<file path="config.mk">
export PLATFORM = sky130hd
export DESIGN_NAME = active_core_request_arbiter_core_flat
export DESIGN_NICKNAME = d
export VERILOG_FILES = /design/src/design/acra_pkg.sv /design/src/design/acra_if.sv /design/src/design/acra_ram.sv /design/src/design/acra_seq.sv /design/src/design/acra_dp.sv /design/src/design/active_core_request_arbiter_core.sv /design/src/flat_wrapper.sv
export SDC_FILE = /design/constraint.sdc
export NUM_CORES = 1
export LEC_CHECK = 0
export ABC_AREA = 1
export BUFFER_PORTS_ARGS = -buffer_cell sky130_fd_sc_hd__buf_4
export CORE_MARGIN = 4
export CORE_UTILIZATION = 45
export DETAILED_ROUTE_END_ITERATION = 6
export PLACE_DENSITY = 0.68
export SKIP_CTS_REPAIR_TIMING = 1
export SYNTH_ARGS = -nofsm -noshare
export SYNTH_HDL_FRONTEND = slang
export SYNTH_SLANG_ARGS = --single-unit
</file>
<file path="constraint.sdc">
create_clock -name clk -period 8.3 [get_ports clk]
set_input_delay 0.415 -clock clk [delete_from_list [all_inputs] [get_ports clk]]
set_output_delay 0.415 -clock clk [all_outputs]
set_load 0.02 [all_outputs]
</file>
<file path="src/design/acra_pkg.sv">
// ----------------------------------------------------------------------------
// Active-core request arbiter package
// Shared widths, command and register codes, the control-store layout, the
// control-store contents and small arithmetic helpers.
// ----------------------------------------------------------------------------
package acra_pkg;

	// Field widths of one command word and one result word.
	localparam int CMD_W  = 3;
	localparam int TGT_W  = 4;
	localparam int PERF_W = 8;
	localparam int CORE_W = 9;

	// Default number of table entries.
	localparam int MAX_TARGETS_DEF = 16;

	// Configuration bus.
	localparam int APB_AW = 5;
	localparam int APB_DW = 32;

	typedef logic [CORE_W-1:0] cores_t;

	// Command codes.
	localparam logic [CMD_W-1:0] CMD_LIMIT     = 3'd0;
	localparam logic [CMD_W-1:0] CMD_UNLIMIT   = 3'd1;
	localparam logic [CMD_W-1:0] CMD_COMMIT    = 3'd2;
	localparam logic [CMD_W-1:0] CMD_CLEAR     = 3'd3;
	localparam logic [CMD_W-1:0] CMD_CLEAR_ALL = 3'd4;
	localparam logic [CMD_W-1:0] CMD_ADJUST    = 3'd5;

	// Register indexes on the configuration bus.
	typedef enum logic [2:0] {
		REG_CTRL_EN,
		REG_KNOB,
		REG_START,
		REG_STEP_FRAC,
		REG_TOTAL,
		REG_MIN,
		REG_MAX
	} reg_idx_t;

	typedef struct packed {
		logic                  control_enabled;
		logic                  perf_knob_present;
		logic [PERF_W-1:0]     start_pstate;
		cores_t                step_fraction;
		cores_t                total_cores;
		cores_t                min_cores;
		cores_t                max_cores;
	} cfg_t;

	// Program counter of the sequencer.
	typedef enum logic [3:0] {
		PC_FETCH,
		PC_DISPATCH,
		PC_LU_LOAD,
		PC_LU_DONE,
		PC_SCAN,
		PC_DRAIN,
		PC_COMMIT_DONE,
		PC_CLR_ONE,
		PC_CLR_ALL,
		PC_ZERO
	} pc_t;

	typedef enum logic [1:0] {
		RD_NONE,
		RD_TARGET,
		RD_SCAN
	} rd_sel_t;

	typedef enum logic [1:0] {
		RES_ZERO,
		RES_LU,
		RES_COMMIT
	} res_sel_t;

	typedef enum logic [2:0] {
		BR_GO,
		BR_ACCEPT,
		BR_DISPATCH,
		BR_SCAN_END,
		BR_AFTER_SCAN,
		BR_EMIT
	} br_t;

	// One control word.
	typedef struct packed {
		rd_sel_t  rd_sel;
		logic     init;
		logic     load_req;
		logic     lu_write;
		logic     clr_one;
		logic     clr_all;
		logic     emit;
		res_sel_t res_sel;
		br_t      br;
		pc_t      jump;
	} ucode_t;

	// Status from the datapath used by the branch logic.
	typedef struct packed {
		logic             accept;
		logic             tok;
		logic [CMD_W-1:0] cmd;
		logic             scan_last;
		logic             out_free;
	} seq_stat_t;

	// Control store.
	function automatic ucode_t ucode_rom(pc_t pc);
		ucode_t w;
		w = '0;
		unique case (pc)
			PC_FETCH: begin
				w.br   = BR_ACCEPT;
				w.jump = PC_DISPATCH;
			end
			PC_DISPATCH: begin
				w.rd_sel = RD_TARGET;
				w.init   = 1'b1;
				w.br     = BR_DISPATCH;
			end
			PC_LU_LOAD: begin
				w.load_req = 1'b1;
				w.br       = BR_GO;
				w.jump     = PC_LU_DONE;
			end
			PC_LU_DONE: begin
				w.lu_write = 1'b1;
				w.emit     = 1'b1;
				w.res_sel  = RES_LU;
				w.br       = BR_EMIT;
				w.jump     = PC_FETCH;
			end
			PC_SCAN: begin
				w.rd_sel = RD_SCAN;
				w.br     = BR_SCAN_END;
				w.jump   = PC_DRAIN;
			end
			PC_DRAIN: begin
				w.br   = BR_AFTER_SCAN;
				w.jump = PC_COMMIT_DONE;
			end
			PC_COMMIT_DONE: begin
				w.emit    = 1'b1;
				w.res_sel = RES_COMMIT;
				w.br      = BR_EMIT;
				w.jump    = PC_FETCH;
			end
			PC_CLR_ONE: begin
				w.clr_one = 1'b1;
				w.emit    = 1'b1;
				w.br      = BR_EMIT;
				w.jump    = PC_FETCH;
			end
			PC_CLR_ALL: begin
				w.clr_all = 1'b1;
				w.emit    = 1'b1;
				w.br      = BR_EMIT;
				w.jump    = PC_FETCH;
			end
			PC_ZERO: begin
				w.emit = 1'b1;
				w.br   = BR_EMIT;
				w.jump = PC_FETCH;
			end
			default: begin
				w.br   = BR_GO;
				w.jump = PC_FETCH;
			end
		endcase
		return w;
	endfunction

	// Entry point of each command's routine.
	function automatic pc_t dispatch_pc(logic [CMD_W-1:0] cmd, logic tok);
		pc_t pc;
		pc = PC_ZERO;
		unique case (cmd)
			CMD_LIMIT, CMD_UNLIMIT: pc = tok ? PC_LU_LOAD : PC_ZERO;
			CMD_COMMIT, CMD_ADJUST: pc = PC_SCAN;
			CMD_CLEAR:              pc = tok ? PC_CLR_ONE : PC_ZERO;
			CMD_CLEAR_ALL:          pc = PC_CLR_ALL;
			default:                pc = PC_ZERO;
		endcase
		return pc;
	endfunction

	// Floor first, then ceiling, so the ceiling wins when they cross.
	function automatic cores_t clamp_cores(cores_t v, cores_t lo, cores_t hi);
		cores_t r;
		r = (v < lo) ? lo : v;
		r = (r > hi) ? hi : r;
		return r;
	endfunction

endpackage

</file>
<file path="src/design/acra_if.sv">
// ----------------------------------------------------------------------------
// Active-core request arbiter channels
// Valid/ready channels for command words and result words.
// ----------------------------------------------------------------------------
interface acra_in_if;
	logic                        valid;
	logic                        ready;
	logic [acra_pkg::CMD_W-1:0]  cmd;
	logic [acra_pkg::TGT_W-1:0]  target;
	logic [acra_pkg::PERF_W-1:0] perf_index;
	logic [acra_pkg::CORE_W-1:0] current_active;

	modport source(output valid, cmd, target, perf_index, current_active, input ready);
	modport sink(input valid, cmd, target, perf_index, current_active, output ready);
endinterface

interface acra_out_if;
	logic                        valid;
	logic                        ready;
	logic [acra_pkg::CORE_W-1:0] request_value;
	logic                        applied;
	logic [acra_pkg::CORE_W-1:0] commit_cores;

	modport source(output valid, request_value, applied, commit_cores, input ready);
	modport sink(input valid, request_value, applied, commit_cores, output ready);
endinterface

</file>
<file path="src/design/acra_ram.sv">
// ----------------------------------------------------------------------------
// Generic RAM
// One write port and one read port with registered read data.
// ----------------------------------------------------------------------------
module acra_ram #(
	parameter int WIDTH = 9,
	parameter int DEPTH = 16,
	parameter int AW    = (DEPTH > 1) ? $clog2(DEPTH) : 1
) (
	input  logic             clk,
	input  logic             we,
	input  logic [AW-1:0]    waddr,
	input  logic [WIDTH-1:0] wdata,
	input  logic             re,
	input  logic [AW-1:0]    raddr,
	output logic [WIDTH-1:0] rdata
);

	logic [WIDTH-1:0] mem [DEPTH];
	logic [WIDTH-1:0] rdata_q;

	// Write port.
	always_ff @(posedge clk) begin
		if (we) begin
			mem[waddr] <= wdata;
		end
	end

	// Registered read port.
	always_ff @(posedge clk) begin
		if (re) begin
			rdata_q <= mem[raddr];
		end
	end

	assign rdata = rdata_q;

endmodule

</file>
<file path="src/design/acra_seq.sv">
// ----------------------------------------------------------------------------
// Active-core request arbiter sequencer
// Program counter, control store lookup and branch logic.
// ----------------------------------------------------------------------------
module acra_seq (
	input  logic                clk,
	input  logic                arst_n,
	input  acra_pkg::seq_stat_t stat,
	output acra_pkg::ucode_t    cw
);
	import acra_pkg::*;

	pc_t pc_q;
	pc_t pc_d;

	// Program counter.
	always_ff @(posedge clk or negedge arst_n) begin
		if (!arst_n) begin
			pc_q <= PC_FETCH;
		end else begin
			pc_q <= pc_d;
		end
	end

	// Control word of the current step.
	assign cw = ucode_rom(pc_q);

	// Next step to run.
	always_comb begin
		pc_d = pc_q;
		unique case (cw.br)
			BR_GO:         pc_d = cw.jump;
			BR_ACCEPT:     pc_d = stat.accept ? cw.jump : pc_q;
			BR_DISPATCH:   pc_d = dispatch_pc(stat.cmd, stat.tok);
			BR_SCAN_END:   pc_d = stat.scan_last ? cw.jump : pc_q;
			BR_AFTER_SCAN: pc_d = (stat.cmd == CMD_COMMIT) ? cw.jump : PC_ZERO;
			BR_EMIT:       pc_d = stat.out_free ? cw.jump : pc_q;
			default:       pc_d = PC_FETCH;
		endcase
	end

endmodule

</file>
<file path="src/design/acra_dp.sv">
// ----------------------------------------------------------------------------
// Active-core request arbiter datapath
// Command register, request table with valid bits, step arithmetic, table
// walk for commit and adjust, and the result register.
// ----------------------------------------------------------------------------
module acra_dp #(
	parameter int MAX_TARGETS = acra_pkg::MAX_TARGETS_DEF
) (
	input  logic                 clk,
	input  logic                 arst_n,
	input  acra_pkg::cfg_t       cfg,
	input  acra_pkg::ucode_t     cw,
	output acra_pkg::seq_stat_t  stat,
	acra_in_if.sink              item,
	acra_out_if.source           result
);
	import acra_pkg::*;

	localparam int IDX_W = (MAX_TARGETS > 1) ? $clog2(MAX_TARGETS) : 1;

	// Held command word.
	logic [CMD_W-1:0]  cmd_q;
	logic [TGT_W-1:0]  tgt_q;
	logic [PERF_W-1:0] perf_q;
	cores_t            cur_q;

	logic              accept;
	logic              tok;
	logic [IDX_W-1:0]  tgt_idx;

	// Table state and walk.
	logic [MAX_TARGETS-1:0] valid_q;
	logic [IDX_W-1:0]       idx_q;
	logic [IDX_W-1:0]       ridx_s1;
	logic                   pend_s1;
	logic                   any_q;
	cores_t                 low_q;

	// Memory ports.
	logic             ram_we;
	logic [IDX_W-1:0] ram_waddr;
	cores_t           ram_wdata;
	logic             ram_re;
	logic [IDX_W-1:0] ram_raddr;
	cores_t           ram_rdata;

	// Limit and unlimit arithmetic.
	logic [2*CORE_W-1:0] prod;
	logic [2*CORE_W:0]   prod_rnd;
	cores_t              req_q;
	cores_t              step_q;
	logic [PERF_W-1:0]   pi;
	logic                lim_ok;
	logic                unl_ok;
	logic [CORE_W:0]     floor_sum;
	logic [CORE_W:0]     ceil_sum;
	cores_t              lim_nx;
	cores_t              unl_nx;
	logic                lu_ap;
	cores_t              lu_rv;
	logic                is_limit;

	// Commit result.
	cores_t cm_rv;
	logic   cm_ap;

	// Scan hit and output register.
	logic   scan_hit;
	logic   out_free;
	logic   out_load;
	logic   out_valid_q;
	cores_t out_rv_q;
	logic   out_ap_q;
	cores_t out_cc_q;

	// Command intake.
	assign item.ready = (cw.br == BR_ACCEPT);
	assign accept     = item.valid && item.ready;

	always_ff @(posedge clk) begin
		if (accept) begin
			cmd_q  <= item.cmd;
			tgt_q  <= item.target;
			perf_q <= item.perf_index;
			cur_q  <= item.current_active;
		end
	end

	assign tok     = (32'(tgt_q) < 32'(MAX_TARGETS));
	assign tgt_idx = IDX_W'(tgt_q);

	// Status for the branch logic.
	assign out_free       = !out_valid_q || result.ready;
	assign out_load       = cw.emit && out_free;
	assign stat.accept    = accept;
	assign stat.tok       = tok;
	assign stat.cmd       = cmd_q;
	assign stat.scan_last = (idx_q == IDX_W'(MAX_TARGETS - 1));
	assign stat.out_free  = out_free;

	// Walk index and read pipeline tracking.
	always_ff @(posedge clk or negedge arst_n) begin
		if (!arst_n) begin
			idx_q   <= '0;
			pend_s1 <= 1'b0;
		end else begin
			if (cw.init) begin
				idx_q <= '0;
			end else if (cw.rd_sel == RD_SCAN) begin
				idx_q <= idx_q + IDX_W'(1);
			end
			pend_s1 <= (cw.rd_sel == RD_SCAN);
		end
	end

	always_ff @(posedge clk) begin
		ridx_s1 <= idx_q;
	end

	assign scan_hit = pend_s1 && valid_q[ridx_s1];

	// Running minimum over valid entries for commit.
	always_ff @(posedge clk or negedge arst_n) begin
		if (!arst_n) begin
			any_q <= 1'b0;
		end else if (cw.init) begin
			any_q <= 1'b0;
		end else if (scan_hit && (cmd_q == CMD_COMMIT) && (!any_q || ram_rdata < low_q)) begin
			any_q <= 1'b1;
		end
	end

	always_ff @(posedge clk) begin
		if (scan_hit && (cmd_q == CMD_COMMIT) && (!any_q || ram_rdata < low_q)) begin
			low_q <= ram_rdata;
		end
	end

	// Step size and the target's current request.
	assign prod     = (2*CORE_W)'(cfg.step_fraction) * (2*CORE_W)'(cfg.total_cores);
	assign prod_rnd = {1'b0, prod} + (2*CORE_W+1)'(255);

	always_ff @(posedge clk) begin
		if (cw.load_req) begin
			req_q  <= valid_q[tgt_idx] ? ram_rdata : cfg.max_cores;
			step_q <= prod_rnd[CORE_W+7:8];
		end
	end

	// New request for limit and unlimit.
	always_comb begin
		is_limit  = (cmd_q == CMD_LIMIT);
		pi        = cfg.perf_knob_present ? perf_q : cfg.start_pstate;
		lim_ok    = (pi >= cfg.start_pstate) && (req_q > cfg.min_cores);
		unl_ok    = (req_q < cfg.max_cores);
		floor_sum = {1'b0, step_q} + {1'b0, cfg.min_cores};
		ceil_sum  = {1'b0, req_q} + {1'b0, step_q};
		lim_nx    = ({1'b0, req_q} < floor_sum) ? cfg.min_cores : (req_q - step_q);
		unl_nx    = (ceil_sum > {1'b0, cfg.max_cores}) ? cfg.max_cores : ceil_sum[CORE_W-1:0];
		lu_ap     = cfg.control_enabled && (is_limit ? lim_ok : unl_ok);
		lu_rv     = lu_ap ? (is_limit ? lim_nx : unl_nx) : req_q;
	end

	// Commit value: lowest request or current count, clamped.
	assign cm_rv = clamp_cores(any_q ? low_q : cur_q, cfg.min_cores, cfg.max_cores);
	assign cm_ap = cfg.control_enabled && (cm_rv != cur_q);

	// Memory access: limit and unlimit write back, adjust rewrites the walk.
	always_comb begin
		ram_re    = (cw.rd_sel != RD_NONE);
		ram_raddr = (cw.rd_sel == RD_TARGET) ? tgt_idx : idx_q;
		if (cw.lu_write) begin
			ram_we    = lu_ap;
			ram_waddr = tgt_idx;
			ram_wdata = lu_rv;
		end else begin
			ram_we    = scan_hit && (cmd_q == CMD_ADJUST);
			ram_waddr = ridx_s1;
			ram_wdata = clamp_cores(ram_rdata, cfg.min_cores, cfg.max_cores);
		end
	end

	acra_ram #(
		.WIDTH (CORE_W),
		.DEPTH (MAX_TARGETS)
	) u_ram (
		.clk   (clk),
		.we    (ram_we),
		.waddr (ram_waddr),
		.wdata (ram_wdata),
		.re    (ram_re),
		.raddr (ram_raddr),
		.rdata (ram_rdata)
	);

	// Valid bits.
	always_ff @(posedge clk or negedge arst_n) begin
		if (!arst_n) begin
			valid_q <= '0;
		end else if (cw.clr_all) begin
			valid_q <= '0;
		end else if (cw.clr_one) begin
			valid_q[tgt_idx] <= 1'b0;
		end else if (cw.lu_write && lu_ap) begin
			valid_q[tgt_idx] <= 1'b1;
		end
	end

	// Result register.
	always_ff @(posedge clk or negedge arst_n) begin
		if (!arst_n) begin
			out_valid_q <= 1'b0;
		end else if (out_load) begin
			out_valid_q <= 1'b1;
		end else if (result.ready) begin
			out_valid_q <= 1'b0;
		end
	end

	always_ff @(posedge clk) begin
		if (out_load) begin
			unique case (cw.res_sel)
				RES_LU: begin
					out_rv_q <= lu_rv;
					out_ap_q <= lu_ap;
					out_cc_q <= '0;
				end
				RES_COMMIT: begin
					out_rv_q <= cm_rv;
					out_ap_q <= cm_ap;
					out_cc_q <= cm_ap ? cm_rv : '0;
				end
				default: begin
					out_rv_q <= '0;
					out_ap_q <= 1'b0;
					out_cc_q <= '0;
				end
			endcase
		end
	end

	assign result.valid         = out_valid_q;
	assign result.request_value = out_rv_q;
	assign result.applied       = out_ap_q;
	assign result.commit_cores  = out_cc_q;

`ifndef ASSERT_OFF
	// A core count is only handed out with an applied commit.
	a_cc_needs_ap: assert property (@(posedge clk) disable iff (!arst_n)
		(result.valid && !result.applied) |-> (result.commit_cores == '0))
		else $error("commit_cores set without applied");

	// A handed-out core count never exceeds the ceiling.
	a_cc_ceiling: assert property (@(posedge clk) disable iff (!arst_n)
		(result.valid && result.applied && (result.commit_cores != '0))
		|-> (result.commit_cores <= cfg.max_cores))
		else $error("commit_cores above max_cores");

	// Clear-all leaves the table empty.
	a_clr_all: assert property (@(posedge clk) disable iff (!arst_n)
		cw.clr_all |=> (valid_q == '0))
		else $error("table not empty after clear-all");

	// The walk steps one entry per cycle.
	a_walk_step: assert property (@(posedge clk) disable iff (!arst_n)
		((cw.rd_sel == RD_SCAN) && !stat.scan_last) |=> (idx_q == $past(idx_q) + IDX_W'(1)))
		else $error("table walk skipped an entry");
`endif

endmodule

</file>
<file path="src/design/active_core_request_arbiter_core.sv">
// Order: limit and unlimit read the target's entry, load the request, then write back and
// give their result word; clears give theirs directly; commit and adjust walk the table first.
// A new command word is taken only once the result word of the last one is loaded into the
// result register; commit and adjust are slowed by the walk over the single read port.
// Reset: arst_n clears the sequencer, registers take their reset values, table empty.
// ----------------------------------------------------------------------------
// Active-core request arbiter
// Configuration registers on an APB-style port, microcoded sequencer and
// datapath that keep and arbitrate per-target active-core requests.
// ----------------------------------------------------------------------------
module active_core_request_arbiter_core #(
	parameter int MAX_TARGETS = acra_pkg::MAX_TARGETS_DEF
) (
	input  logic                        clk,
	input  logic                        arst_n,
	input  logic                        psel,
	input  logic                        penable,
	input  logic                        pwrite,
	input  logic [acra_pkg::APB_AW-1:0] paddr,
	input  logic [acra_pkg::APB_DW-1:0] pwdata,
	output logic [acra_pkg::APB_DW-1:0] prdata,
	output logic                        pready,
	acra_in_if.sink                     item,
	acra_out_if.source                  result
);
	import acra_pkg::*;

	cfg_t      cfg_q;
	reg_idx_t  reg_idx;
	logic      wr_en;
	ucode_t    cw;
	seq_stat_t stat;

	assign pready  = 1'b1;
	assign reg_idx = reg_idx_t'(paddr[APB_AW-1:2]);
	assign wr_en   = psel && penable && pwrite && pready;

	// Configuration registers.
	always_ff @(posedge clk or negedge arst_n) begin
		if (!arst_n) begin
			cfg_q.control_enabled   <= 1'b0;
			cfg_q.perf_knob_present <= 1'b0;
			cfg_q.start_pstate      <= '0;
			cfg_q.step_fraction     <= '0;
			cfg_q.total_cores       <= CORE_W'(1);
			cfg_q.min_cores         <= '0;
			cfg_q.max_cores         <= CORE_W'(256);
		end else if (wr_en) begin
			unique case (reg_idx)
				REG_CTRL_EN:   cfg_q.control_enabled   <= pwdata[0];
				REG_KNOB:      cfg_q.perf_knob_present <= pwdata[0];
				REG_START:     cfg_q.start_pstate      <= pwdata[PERF_W-1:0];
				REG_STEP_FRAC: cfg_q.step_fraction     <= pwdata[CORE_W-1:0];
				REG_TOTAL:     cfg_q.total_cores       <= pwdata[CORE_W-1:0];
				REG_MIN:       cfg_q.min_cores         <= pwdata[CORE_W-1:0];
				REG_MAX:       cfg_q.max_cores         <= pwdata[CORE_W-1:0];
				default: begin
				end
			endcase
		end
	end

	// Register read back.
	always_comb begin
		prdata = '0;
		unique case (reg_idx)
			REG_CTRL_EN:   prdata = APB_DW'(cfg_q.control_enabled);
			REG_KNOB:      prdata = APB_DW'(cfg_q.perf_knob_present);
			REG_START:     prdata = APB_DW'(cfg_q.start_pstate);
			REG_STEP_FRAC: prdata = APB_DW'(cfg_q.step_fraction);
			REG_TOTAL:     prdata = APB_DW'(cfg_q.total_cores);
			REG_MIN:       prdata = APB_DW'(cfg_q.min_cores);
			REG_MAX:       prdata = APB_DW'(cfg_q.max_cores);
			default:       prdata = '0;
		endcase
	end

	acra_seq u_seq (
		.clk    (clk),
		.arst_n (arst_n),
		.stat   (stat),
		.cw     (cw)
	);

	acra_dp #(
		.MAX_TARGETS (MAX_TARGETS)
	) u_dp (
		.clk    (clk),
		.arst_n (arst_n),
		.cfg    (cfg_q),
		.cw     (cw),
		.stat   (stat),
		.item   (item),
		.result (result)
	);

endmodule

</file>
<file path="src/flat_wrapper.sv">
// flat-port wrapper written by rule: the top's interface ports become plain ports
module active_core_request_arbiter_core_flat import acra_pkg::*;
#(
	parameter int MAX_TARGETS = acra_pkg::MAX_TARGETS_DEF
)
  (clk, arst_n, psel, penable, pwrite, paddr, pwdata, prdata, pready, item_valid, item_cmd, item_target, item_perf_index, item_current_active, item_ready, result_valid, result_request_value, result_applied, result_commit_cores, result_ready);
  acra_in_if item_i ();
  acra_out_if result_i ();
  input  logic clk;
  input  logic arst_n;
  input  logic psel;
  input  logic penable;
  input  logic pwrite;
  input  logic [acra_pkg::APB_AW-1:0] paddr;
  input  logic [acra_pkg::APB_DW-1:0] pwdata;
  output logic [acra_pkg::APB_DW-1:0] prdata;
  output logic pready;
  input wire logic [$bits(item_i.valid)-1:0] item_valid;
  input wire logic [$bits(item_i.cmd)-1:0] item_cmd;
  input wire logic [$bits(item_i.target)-1:0] item_target;
  input wire logic [$bits(item_i.perf_index)-1:0] item_perf_index;
  input wire logic [$bits(item_i.current_active)-1:0] item_current_active;
  output wire logic [$bits(item_i.ready)-1:0] item_ready;
  output wire logic [$bits(result_i.valid)-1:0] result_valid;
  output wire logic [$bits(result_i.request_value)-1:0] result_request_value;
  output wire logic [$bits(result_i.applied)-1:0] result_applied;
  output wire logic [$bits(result_i.commit_cores)-1:0] result_commit_cores;
  input wire logic [$bits(result_i.ready)-1:0] result_ready;
  assign item_i.valid = item_valid;
  assign item_i.cmd = item_cmd;
  assign item_i.target = item_target;
  assign item_i.perf_index = item_perf_index;
  assign item_i.current_active = item_current_active;
  assign item_ready = item_i.ready;
  assign result_valid = result_i.valid;
  assign result_request_value = result_i.request_value;
  assign result_applied = result_i.applied;
  assign result_commit_cores = result_i.commit_cores;
  assign result_i.ready = result_ready;
  active_core_request_arbiter_core #(.MAX_TARGETS(MAX_TARGETS)) u_core (.clk(clk), .arst_n(arst_n), .psel(psel), .penable(penable), .pwrite(pwrite), .paddr(paddr), .pwdata(pwdata), .prdata(prdata), .pready(pready), .item(item_i), .result(result_i));
endmodule
</file>
### Yosys cells after proc, flatten, opt, wreduce, memory -nomap -nowiden

Memory sizes are Yosys's and may differ from the RTL's. A register that Yosys moved wholly into a read port is not among the register bits.
Index checks and enable logic that the tools add are counted.

| operators by class | value |
|---|---|
| reduce and logical (&&, ||, !) cells | 38 |
| order comparisons | 13 |
| bitwise logic cells | 3 |
| $mul | 1 |
| add/subtract/negate cells | 5 |
| muxes and demuxes | 52 |
| equality and inequality tests | 34 |

Operators with widths:

| cell | number |
|---|---|
| 2-to-1 mux 9 bit | 11 |
| one-hot mux 9 bit (7 select lines) | 1 |
| 2-to-1 mux 16 bit | 3 |
| less-than comparator 9 bit | 4 |
| 2-to-1 mux 4 bit | 8 |
| greater-than comparator 9 bit | 3 |
| one-hot mux 4 bit (6 select lines) | 1 |
| == test 3 bit (second input constant) | 7 |
| adder 9 x 9 -> 10 bit | 2 |
| == test 3 x 2 -> 1 bit (second input constant) | 6 |
| one-hot mux 9 bit (2 select lines) | 1 |
| adder 17 x 8 -> 17 bit (second input constant) | 1 |
| multiplier 9 x 9 -> 17 bit | 1 |
| 2-to-1 mux 1 bit | 17 |
| bitwise AND 16 bit | 1 |
| == test 4 x 3 -> 1 bit (second input constant) | 4 |
| inverter 16 bit | 1 |
| bitwise OR 16 bit | 1 |
| one-hot mux 4 bit (4 select lines) | 1 |
| AND reduction 2 bit | 8 |
| one-hot mux 3 bit (5 select lines) | 1 |
| logical AND 1 bit | 13 |
| == test 4 bit (second input constant) | 3 |
| one-hot mux 3 bit (4 select lines) | 1 |
| 29 further kinds | 46 |

| storage, ports and cells | value |
|---|---|
| bits in writable memories | 144 |
| output and inout bits | 54 |
| register bits after elaboration | 147 |
| logic and storage cells | 171 |
| memories kept | 1 |
| input bits | 68 |

Memories:

| name | depth | bits a word | rd ports | clocked after Yosys merged registers in | write ports | line | RTL |
|---|---|---|---|---|---|---|---|
| u_core.u_dp.u_ram.mem | 16 | 9 | 1 | 1 | 1 | acra_ram.sv:19 | `logic [WIDTH-1:0] mem [DEPTH];` |

### Longest topological paths before layout

Gate-level depths: netlist of the first run.

| depth | value |
|---|---|
| depth in word-level cells | 9 |
| gate-level depth with buffers | 33 |

### By module

Synthesis of the first run repeated with hierarchy kept, for this count alone.

| unflattened totals | value |
|---|---|
| cells, all modules | 2,518 |
| area total of the unflattened synthesis | 21,066.5 um2 |

By module, submodules not included:

| module | sequential area each (um2) | cells an instance | area each (um2) | instances |
|---|---|---|---|---|
| acra_dp | 2,757.6 | 1,485 | 11,442.2 | 1 |
| acra_ram | 4,594.4 | 615 | 6,586.3 | 1 |
| active_core_request_arbiter_core | 1,153.6 | 329 | 2,547.4 | 1 |
| acra_seq | 100.1 | 89 | 490.5 | 1 |

### Worst setup path after synthesis of the first run

No wires, ideal clock.

| timing | value |
|---|---|
| path type | register -> register |
| start | register u_core.cfg_q[31] in the netlist's numbering |
| end | register u_core.u_dp.step_q[6], data pin |
| buffers on the path | 1 |
| period minus slack after synthesis | 4.734 ns |
| path slack | 3.566 ns |
| arrival time | 4.471 ns |
| cell stages (with the launch flop) | 21 |
| required time | 8.036 ns |
| cell sequence | dfrtp_1 clkbuf_1 nand2_1 fa_1 inv_1 fa_1 inv_1 fa_1 inv_1 fa_1 fa_1 ha_1 nand2_1 o21a_1 nand2_1 nand3_1 nand2_1 nand3_1 nand2_1 a31oi_1 xor2_1 |

| between the ends | value |
|---|---|
| word-level cells in the longest chain between the ends | 2 |

Ends and longest elaborated chain:

| element | line | RTL |
|---|---|---|
| start, declared | active_core_request_arbiter_core.sv:28 | `cfg_t cfg_q;` |
| multiplier 9 x 9 -> 17 bit | acra_dp.sv:140 | `assign prod = (2*CORE_W)'(cfg.step_fraction) * (2*CORE_W)'(cfg.total_cores);` |
| adder 17 x 8 -> 17 bit | acra_dp.sv:141 | `assign prod_rnd = {1'b0, prod} + (2*CORE_W+1)'(255);` |
| named net u_core.u_dp.prod_rnd[14] | acra_dp.sv:49 | `logic [2*CORE_W:0] prod_rnd;` |
| end signal, assigned | acra_dp.sv:146 | `step_q <= prod_rnd[CORE_W+7:8];` |
| end, declared | acra_dp.sv:51 | `cores_t step_q;` |

The timed path passes the listed nets, and every way through them passes these cells.
A chain may end at the register's enable or synchronous reset.

### Worst setup path in the final report of the first run

| timing | value |
|---|---|
| start | register u_core.cfg_q[17] in the netlist's numbering |
| end | memory u_core.u_dp.u_ram.mem[12][6], data pin |

| between the ends | value |
|---|---|
| word-level cells in the longest chain between the ends | 6 |
| elaborated cells between the ends (all ways) | 14 |
| those cells by class | add/sub: 1; order compare: 4; mux: 7; reduce/logical: 2 |

Ends and longest elaborated chain:

| element | line | RTL |
|---|---|---|
| adder 9 x 9 -> 10 bit / greater-than comparator 9 bit (equally long branches) | acra_dp.sv:156, acra_dp.sv:154 |  |
| less-than comparator 9 x 10 -> 1 bit / logical AND 1 bit (equally long branches) | acra_dp.sv:158, acra_dp.sv:154 |  |
| 2-to-1 mux 9 bit / 2-to-1 mux 1 bit (equally long branches) | acra_dp.sv:158, acra_dp.sv:160 |  |
| 2-to-1 mux 9 bit / logical AND 1 bit (equally long branches) | acra_dp.sv:161, acra_dp.sv:160 |  |
| 2-to-1 mux 9 bit | acra_dp.sv:161 | `lu_rv = lu_ap ? (is_limit ? lim_nx : unl_nx) : req_q;` |
| 2-to-1 mux 9 bit (*) | acra_dp.sv:172 | `if (cw.lu_write) begin` |
| named net u_core.u_dp.ram_wdata[6] | acra_dp.sv:42 | `cores_t ram_wdata;` |
| end, declared | acra_ram.sv:19 |  |

Mark *: on every way through the listed nets, which the timed path passes. The rest lies on a longest branch.

==> impl_results.md, run 1 <==
- CTS tree: done
- Worst hold path type: primary input to async pin
- Nets@finish: 2521
- First-pass GRT wire length: 81800 µm
- Pwr dens: 410 nW/µm²
- Slowest cell on the critical path: o21ai_1
- Estimated wirelength of the detail-placed design: 38000 µm
- Root Buffer: clkbuf_16
- Drt pass-1 iters: 5
- CP endpoint kind: flop
- Crit path largest cell delay: 1.10 ns
- # Max-Cap Violations: 0
- Initial Util: 45.6%
- Post-Syn Area per Cell: 8.96 µm²
- Vias: 15886
- GRT overflow: 0
- Psw: 4170 µW
- Final Hold Vio Count: 15
- Initial DRC Count: 1574
- Hold_ws: -0.0143 ns
- Commonest non-fill, non-tap cell in the layout: nand2_1
- Worst-path clk slew: 0.06 ns
- Setup violators final: 0
- Netlist cell types: 63
- Largest net degree at the start of global routing: 74
- Slew Limit Fails: 0
- Largest family of logic cells by synthesized area: simple AND/OR/NAND/NOR gates
- Design area: 21600 µm²
- Min cycle time layout: 5.64 ns
- DRC viols: 0
- Row cnt: 76
- CP required: 8.47 ns
- DIE HEIGHT: 217 µm
- Synth Register Bits: 300
- Reg2Reg Capture Point: u_core.u_dp.u_ram.mem[12][6]$_DFFE_PP_
- Clock buffer depth: 3
- Max rail drop VDD: 0.416 mV
- Die footprint: 47000 µm²
- Antenna-violating nets left: 0
- Logic pwr share: 55.8%
- Post-synthesis simple-gate area fraction: 16.8%
- Fin crit share: 68.0%
- CP Cell Sequence: inv_1 > ha_1 > nand2_1 > o2111ai_1 > o21ai_0 > ha_1 > nand2_1 > nor2_1 > nand2_1 > o21ai_1 > a21oi_1 > o21ai_1
- Pint: 4700 µW
- RR Startpoint: u_core.cfg_q[17]$_DFFE_PN0P_
- Net Sw Frac: 47.0%
- Post-Synthesis Cell Area: 19600 µm²
- Total GRT Usage: 21.8%
- Unrepaired setup endpoints after global routing: false
- Sequential-to-total area share from yosys stat: 43.8%
- Leakage: 0.00948 µW
- CTS buffer count: 31
- Layout cells sized above 1: 7.55%
- DRT Wirelength: 52600 µm
- Sequential Power Share: 29.4%
- Number of global-route vias before repair: 15050
- Fmax: 177 MHz
- IO Count: 122
- Clock Power Share: 14.8%
- I/O Buffers: 72
- Gate Count Post-Synth: 2192
- Reg2Reg Setup Slack: 2.66 ns
- Crit path kind: flop to flop
- Initial antenna violation count: 0
- Crit Path Max Fanout: 18
- Ys Warns: 0
- EDFF count, synth: 223
- Crit-path most repeated cell: nand2_1
- Clock Latency Late Sink: 0.58 ns
- Most frequent cells in the layout: nand2_1 (432), inv_1 (283), edfxtp_1 (223), o21ai_0 (187), nor2_1 (165)
- Antenna diodes: 0
- Top FF cell, synth: edfxtp_1
- Asr flop ratio synth: 24.3%
- Final Skew: 0.0271 ns
- Failing checks: negative hold slack
- Die W: 217 µm
- Area delta synth->final: 10.3%
- Post-Synth XOR/XNOR Area: 1.34%
- Critical Path Start Type: flop
- Worst R2R Path Depth: 12
- Post-synthesis mux area share: 0.0510%
- Synth Area in Adders: 15.6%
- Gpl congestion: 0.941
- Status: finished with violations
- Worst-Margin Slew: 1.40 ns
- Compound-cell area share of the yosys netlist: 14.1%
- CP Buf/Inv Count: 1
- Total core area: 43100 µm²
- Slew headroom: 5.94%
- DR WL/cell: 18.4 µm
- CP arrival: 5.82 ns
- Vias per cell: 5.57
- Setup TNS: 0 ns
- CP top delay family: compound AO/OA/AOI/OAI gates
- Clock sink count: 300
- Placed Area: 20600 µm²
- H-tree depth: 1
[sequential cells by signal (all words and copies together), names as in the netlist]
name                              flops
u_core.u_dp.u_ram.mem               144
u_core.cfg_q                         46
u_core.u_dp.valid_q                  16
u_core.u_dp.cur_q                     9
u_core.u_dp.low_q                     9
u_core.u_dp.req_q                     9
u_core.u_dp.result.commit_cores       9
u_core.u_dp.result.request_value      9
u_core.u_dp.step_q                    9
u_core.u_dp.u_ram.rdata               9
u_core.u_dp.perf_q                    8
u_core.u_dp.idx_q                     4
u_core.u_dp.ridx_s1                   4
u_core.u_dp.tgt_idx                   4
u_core.u_seq.pc_q                     4
u_core.u_dp.cmd_q                     3
u_core.u_dp.any_q                     1
u_core.u_dp.pend_s1                   1
u_core.u_dp.result.applied            1
u_core.u_dp.result.valid              1
[worst reg2reg max path, stage by stage (launching register included)]
cell and delay (ns):
dfrtp_1 0.47, inv_1 0.22, ha_1 0.35, nand2_1 0.07
o2111ai_1 0.95, o21ai_0 0.36, ha_1 0.38, nand2_1 0.07
nor2_1 0.18, nand2_1 0.08, o21ai_1 0.86, a21oi_1 0.16
o21ai_1 1.10
[layout make-up]
class / instances / area, µm²
clock buffer: 43 / 841
clock inverter: 15 / 113
fill: 3994 / 21400
inverter: 294 / 1110
multi-input combinational: 1518 / 9500
sequential: 300 / 8610
tap: 585 / 732
timing repair buffer: 96 / 746
[per-layer routing]
layer | vias up | GRT usage (%) | wire [µm]
li1 | 7552 | - | -
met1 | 7519 | 29.6 | 22100
met2 | 654 | 35.9 | 24600
met3 | 161 | 2.04 | 3290
met4 | 0 | 9.75 | 2550
met5 | - | 0 | 0
[logic make-up after synthesis]
family	after synthesis
and+or+nand+nor	784
muxes	1
xor gates and xnor gates	30
AOI/OAI and AO/OA	467
DFF	300
other	2
adders and majority gates	212
buffers and inverters	396
[cells in the mapped netlist, drive strengths merged (12+ instances only)]
cell | n | area, µm²
xor2 | 22 | 193
a311oi | 12 | 105
edfxtp | 223 | 6700
o21ai | 219 | 1130
nor3 | 20 | 110
o211ai | 22 | 170
nor2 | 169 | 656
a21oi | 114 | 574
o221ai | 24 | 210
o22ai | 24 | 150
nand2 | 433 | 1630
nand4 | 23 | 144
clkbuf | 52 | 196
inv | 290 | 1090
nand3 | 120 | 616
ha | 157 | 1960
buf | 50 | 314
dfrtp | 71 | 1780
fa | 55 | 1100
[how the worst max path moves through the flow]
stage	from	cells past startpoint	slack (ns)	end
final	u_core.cfg_q[17]$_DFFE_PN0P_	12	2.66	u_core.u_dp.u_ram.mem[12][6]$_DFFE_PP_
after global routing	u_core.cfg_q[16]$_DFFE_PN0P_	12	2.35	u_core.u_dp.u_ram.mem[14][6]$_DFFE_PP_
after CTS	u_core.cfg_q[10]$_DFFE_PN0P_	14	2.80	u_core.u_dp.u_ram.mem[4][0]$_DFFE_PP_
after detailed placement	u_core.cfg_q[16]$_DFFE_PN0P_	12	2.77	u_core.u_dp.u_ram.mem[6][0]$_DFFE_PP_
after global placement	u_core.cfg_q[16]$_DFFE_PN0P_	12	3.13	u_core.u_dp.u_ram.mem[5][6]$_DFFE_PP_
after floorplan	u_core.cfg_q[31]$_DFFE_PN0P_	20	3.57	u_core.u_dp.step_q[6]$_DFFE_PP_
[power groups by stage]
stage          Clock (µW)  Combinational [µW]  Sequential [µW]
2_1_floorplan           0                3590             2490
3_3_place_gp            0                4720             2620
3_5_place_dp            0                4880             2630
4_1_cts              1330                4910             2600
5_1_grt              1400                5610             2640
6_report             1310                4950             2610
[through the flow]
stage | total power [µW] | worst slack (ns) | utilization [%] | hold WS, ns | cells
floorplan | 6080 | 3.57 | - | 0.119 | 2214
global placement | 7340 | 3.13 | 47.8 | 0.430 | 2783
detailed placement | 7510 | 2.77 | 47.8 | 0.436 | 2783
CTS | 8850 | 2.80 | 50.0 | -0.0187 | 2841
global route | 9640 | 2.35 | 50.3 | 0.00150 | 2851
finish | 8870 | 2.66 | 50.3 | -0.0143 | 2851
No activity file was read; power rests on OpenSTA's default activity.
==> run 2, diff against run 1 <==
--- a/config.mk
+++ b/config.mk
@@ -10,7 +10,7 @@
 export CORE_MARGIN = 4
 export CORE_UTILIZATION = 45
 export DETAILED_ROUTE_END_ITERATION = 6
-export PLACE_DENSITY = 0.68
+export PLACE_DENSITY = 0.7
 export SKIP_CTS_REPAIR_TIMING = 1
 export SYNTH_ARGS = -nofsm -noshare
 export SYNTH_HDL_FRONTEND = slang
==> constraint.sdc (replaced) <==
create_clock -name clk -period 4.6 [get_ports clk]
set_input_delay 0.23 -clock clk [delete_from_list [all_inputs] [get_ports clk]]
set_output_delay 0.23 -clock clk [all_outputs]
set_load 0.02 [all_outputs]
==> run 2 against run 1 <==
The run ends with negative setup slack left. Sequential share of layout area decreased by 2.4 points. Clock-buffer cell count decreased by 1. Register-to-register slack got worse by 2.7 ns. Design area increased by 6.5%. First-iteration DRC count decreased by 0.57%. Maximum frequency increased by 22%. Via count increased by 3.1%. Setup slack got worse by 2.7 ns. Critical endpoint is now u_core.u_dp.step_q[6]$_DFFE_PP_. Largest cell class unchanged.
==> impl_results.md, run 2 (same netlist as run 1, synthesis figures left out) <==
- # Max-Cap Violations: 0 (unchanged)
- Top flop regs: u_core.u_dp.u_ram.mem: 144 flops, u_core.cfg_q: 46 flops, u_core.u_dp.valid_q: 16 flops (unchanged)
- Register area: 8610 µm² (about the same)
- Critical path origin: u_core.cfg_q[19]$_DFFE_PN0P_ (was u_core.cfg_q[17]$_DFFE_PN0P_)
- Die footprint: 47000 µm² (unchanged)
- CP endpoint kind: flop (unchanged)
- Hold_ws: 0.0190 ns (was -0.0143 ns)
- DRT Wirelength: 55600 µm (was 52600 µm)
- DIE HEIGHT: 217 µm (unchanged)
- RR Startpoint: u_core.cfg_q[19]$_DFFE_PN0P_ (was u_core.cfg_q[17]$_DFFE_PN0P_)
- GRT overflow: 0 (unchanged)
- CP Cell Sequence: buf_6 > nand2_1 > fa_1 > fa_1 > inv_1 > fa_1 > fa_1 > fa_2 > ha_4 > nand2_2 > o21a_1 > nand2_2 > nand3_2 > nand2_2 > nand3_2 > nand2_4 > a31oi_4 > xor2_1 (was inv_1 > ha_1 > nand2_1 > o2111ai_1 > o21ai_0 > ha_1 > nand2_1 > nor2_1 > nand2_1 > o21ai_1 > a21oi_1 > o21ai_1)
- Status: finished with violations (unchanged)
- Worst-Margin Slew: 1.24 ns (was 1.40 ns)
- Setup TNS: -0.00819 ns (was 0 ns)
- Final Hold Vio Count: 0 (was 15)
- Met2 Usage GRT: 38.1% (was 35.9%)
- Clock buffer depth: 3 (unchanged)
- IO Count: 122 (unchanged)
- Worst hold path type: primary input to flop (was primary input to async pin)
- Initial Util: 45.6% (unchanged)
- Most frequent cells in the layout: nand2_1 (421), inv_1 (279), edfxtp_1 (223), o21ai_0 (185), buf_4 (167) (was nand2_1 (432), inv_1 (283), edfxtp_1 (223), o21ai_0 (187), nor2_1 (165))
- Placed Area: 21300 µm² (was 20600 µm²)
- Fin crit share: 100% (was 68.0%)
- Met1 Usage GRT: 30.7% (was 29.6%)
- Largest register FFs: 144 (unchanged)
- Initial antenna violation count: 0 (unchanged)
- DR WL/cell: 18.7 µm (was 18.4 µm)
- Vias per cell: 5.51 (was 5.57)
- Drt pass-1 iters: 6 (was 5)
- Final Skew: 0.0128 ns (was 0.0271 ns)
- Crit path largest cell delay: 0.54 ns (was 1.10 ns)
- First-pass GRT wire length: 86000 µm (was 81800 µm)
- Total GRT Usage: 22.8% (was 21.8%)
- Max rail drop VDD: 0.518 mV (was 0.416 mV)
- GRT met3 Usage: 3.18% (was 2.04%)
- Hold Startpoint: paddr[3]
- Nets@finish: 2643 (was 2521)
- Largest net degree at the start of global routing: 74 (unchanged)
- Unrepaired setup endpoints after global routing: true (was false)
- Layout cells sized above 1: 12.8% (was 7.55%)
- Worst-path clk slew: 0.06 ns (about the same)
- Failing checks: negative setup slack (was negative hold slack)
- CP required: 4.94 ns (was 8.47 ns)
- Crit Path Max Fanout: 6 (was 18)
- Design area: 23100 µm² (was 21600 µm²)
- Biggest register: u_core.u_dp.u_ram.mem (unchanged)
- CTS tree: done (unchanged)
- Row cnt: 76 (unchanged)
- DRC viols: 0 (unchanged)
- Slowest cell on the critical path: fa_1 (was o21ai_1)
- Slew Limit Fails: 0 (unchanged)
- Vias: 16382 (was 15886)
- Multi-input logic area: 9690 µm² (was 9500 µm²)
- Crit-path most repeated cell: fa_1 (was nand2_1)
- Fillers: 3842 (was 3994)
- Slew headroom: 16.8% (was 5.94%)
- Area delta synth->final: 17.5% (was 10.3%)
- Commonest non-fill, non-tap cell in the layout: nand2_1 (unchanged)
- CP arrival: 4.95 ns (was 5.82 ns)
- CP Buf/Inv Count: 2 (was 1)
- GRT busiest layer: met2 (unchanged)
- Number of global-route vias before repair: 15823 (was 15050)
- Fmax: 217 MHz (was 177 MHz)
- Estimated wirelength of the detail-placed design: 40300 µm (was 38000 µm)
- Total core area: 43100 µm² (unchanged)
- CP top delay family: adder cells (was compound AO/OA/AOI/OAI gates)
- Setup violators final: 1 (was 0)
- Leakage: 0.0102 µW (was 0.00948 µW)
- Reg2Reg Setup Slack: -0.008 ns (was 2.66 ns)
- Gpl congestion: 0.952 (was 0.941)
- Clock sink count: 300 (unchanged)
- I/O Buffers: 72 (unchanged)
- Initial DRC Count: 1565 (was 1574)
- H-tree depth: 1 (unchanged)
- Fin worst setup slack: -0.00819 ns (was 2.66 ns)
- Clock Latency Late Sink: 0.59 ns (was 0.58 ns)
- CTS buffer count: 31 (unchanged)
- Critical Path Start Type: flop (unchanged)
- Antenna-violating nets left: 0 (unchanged)
- Die W: 217 µm (unchanged)
- Pre-CTS WS: -0.0616 ns (was 2.77 ns)
- Crit path kind: flop to flop (unchanged)
- Root Buffer: clkbuf_16 (unchanged)
- Power consumption: 18000 µW (was 8870 µW)
- Pwr dens: 781 nW/µm² (was 410 nW/µm²)
- Min cycle time layout: 4.61 ns (was 5.64 ns)
[run 2: cell types whose count changed in the layout (fill, tap and decap cells not counted), moves of 4 or more]
| cell | previous run | this run |
|---|---|---|
| buf_6 | 0 | 5 |
| nand2_2 | 0 | 8 |
| nand2_1 | 432 | 421 |
| dlygate4sd3_1 | 10 | 35 |
| a21oi_1 | 113 | 109 |
| buf_12 | 0 | 8 |
| ha_1 | 157 | 151 |
| inv_1 | 283 | 279 |
| a21oi_2 | 1 | 5 |
| ha_4 | 0 | 5 |
| buf_4 | 86 | 167 |
| clkbuf_1 | 10 | 6 |
[run 2: path summary, 6_finish.rpt]
kind,end,cells after the start
worst max-delay path,u_core.u_dp.step_q[6]$_DFFE_PP_,18
worst min-delay path,u_core.cfg_q[45]$_DFFE_PN0P_,4
worst max register to register,u_core.u_dp.step_q[6]$_DFFE_PP_,18
worst min register to register,u_core.u_dp.ridx_s1[3]$_DFF_P_,0
max in group asynchronous,u_core.u_dp.any_q$_DFFE_PN0P_,2
min in group asynchronous,u_core.u_dp.valid_q[12]$_DFFE_PN0P_,2
[run 2: cell type report]
class                      instances  area share [%]
antenna                            1          0.0109
clock inverter                    16           0.781
multi-input combinational       1518            42.0
timing repair inverter             1          0.0326
tap                              585            3.17
inverter                         294            4.81
sequential                       300            37.3
clock buffer                      42            3.88
timing repair buffer             217            7.95
[run 2: through the flow]
step / util [%] / instances
final: 53.5 / 2974
after CTS: 52.0 / 2924
after global placement: 49.5 / 2866
after floorplan: - / 2214
after detailed placement: 49.5 / 2866
after global routing: 53.5 / 2973
[run 2: power breakdown]
group	internal (µW)	total [µW]	leakage, µW	switching [µW]
sequential	4140	4590	0.00296	445
combinational	4090	10800	0.00666	6710
clock	1540	2620	0.000528	1080
total	9770	18000	0.0102	8230
[run 2: routing by layer]
layer  wire length, µm  part of all wire (%)
met1             23300                    42
met2             26300                    47
met3              3940                   7.1
met4              2170                   3.9
met5                 0                     0
[run 2: worst min-delay path, cell delays in order]
cell	delay (ns)
buf_4	0.11
nor2_1	0.05
nand3b_1	0.10
o21ai_0	0.07
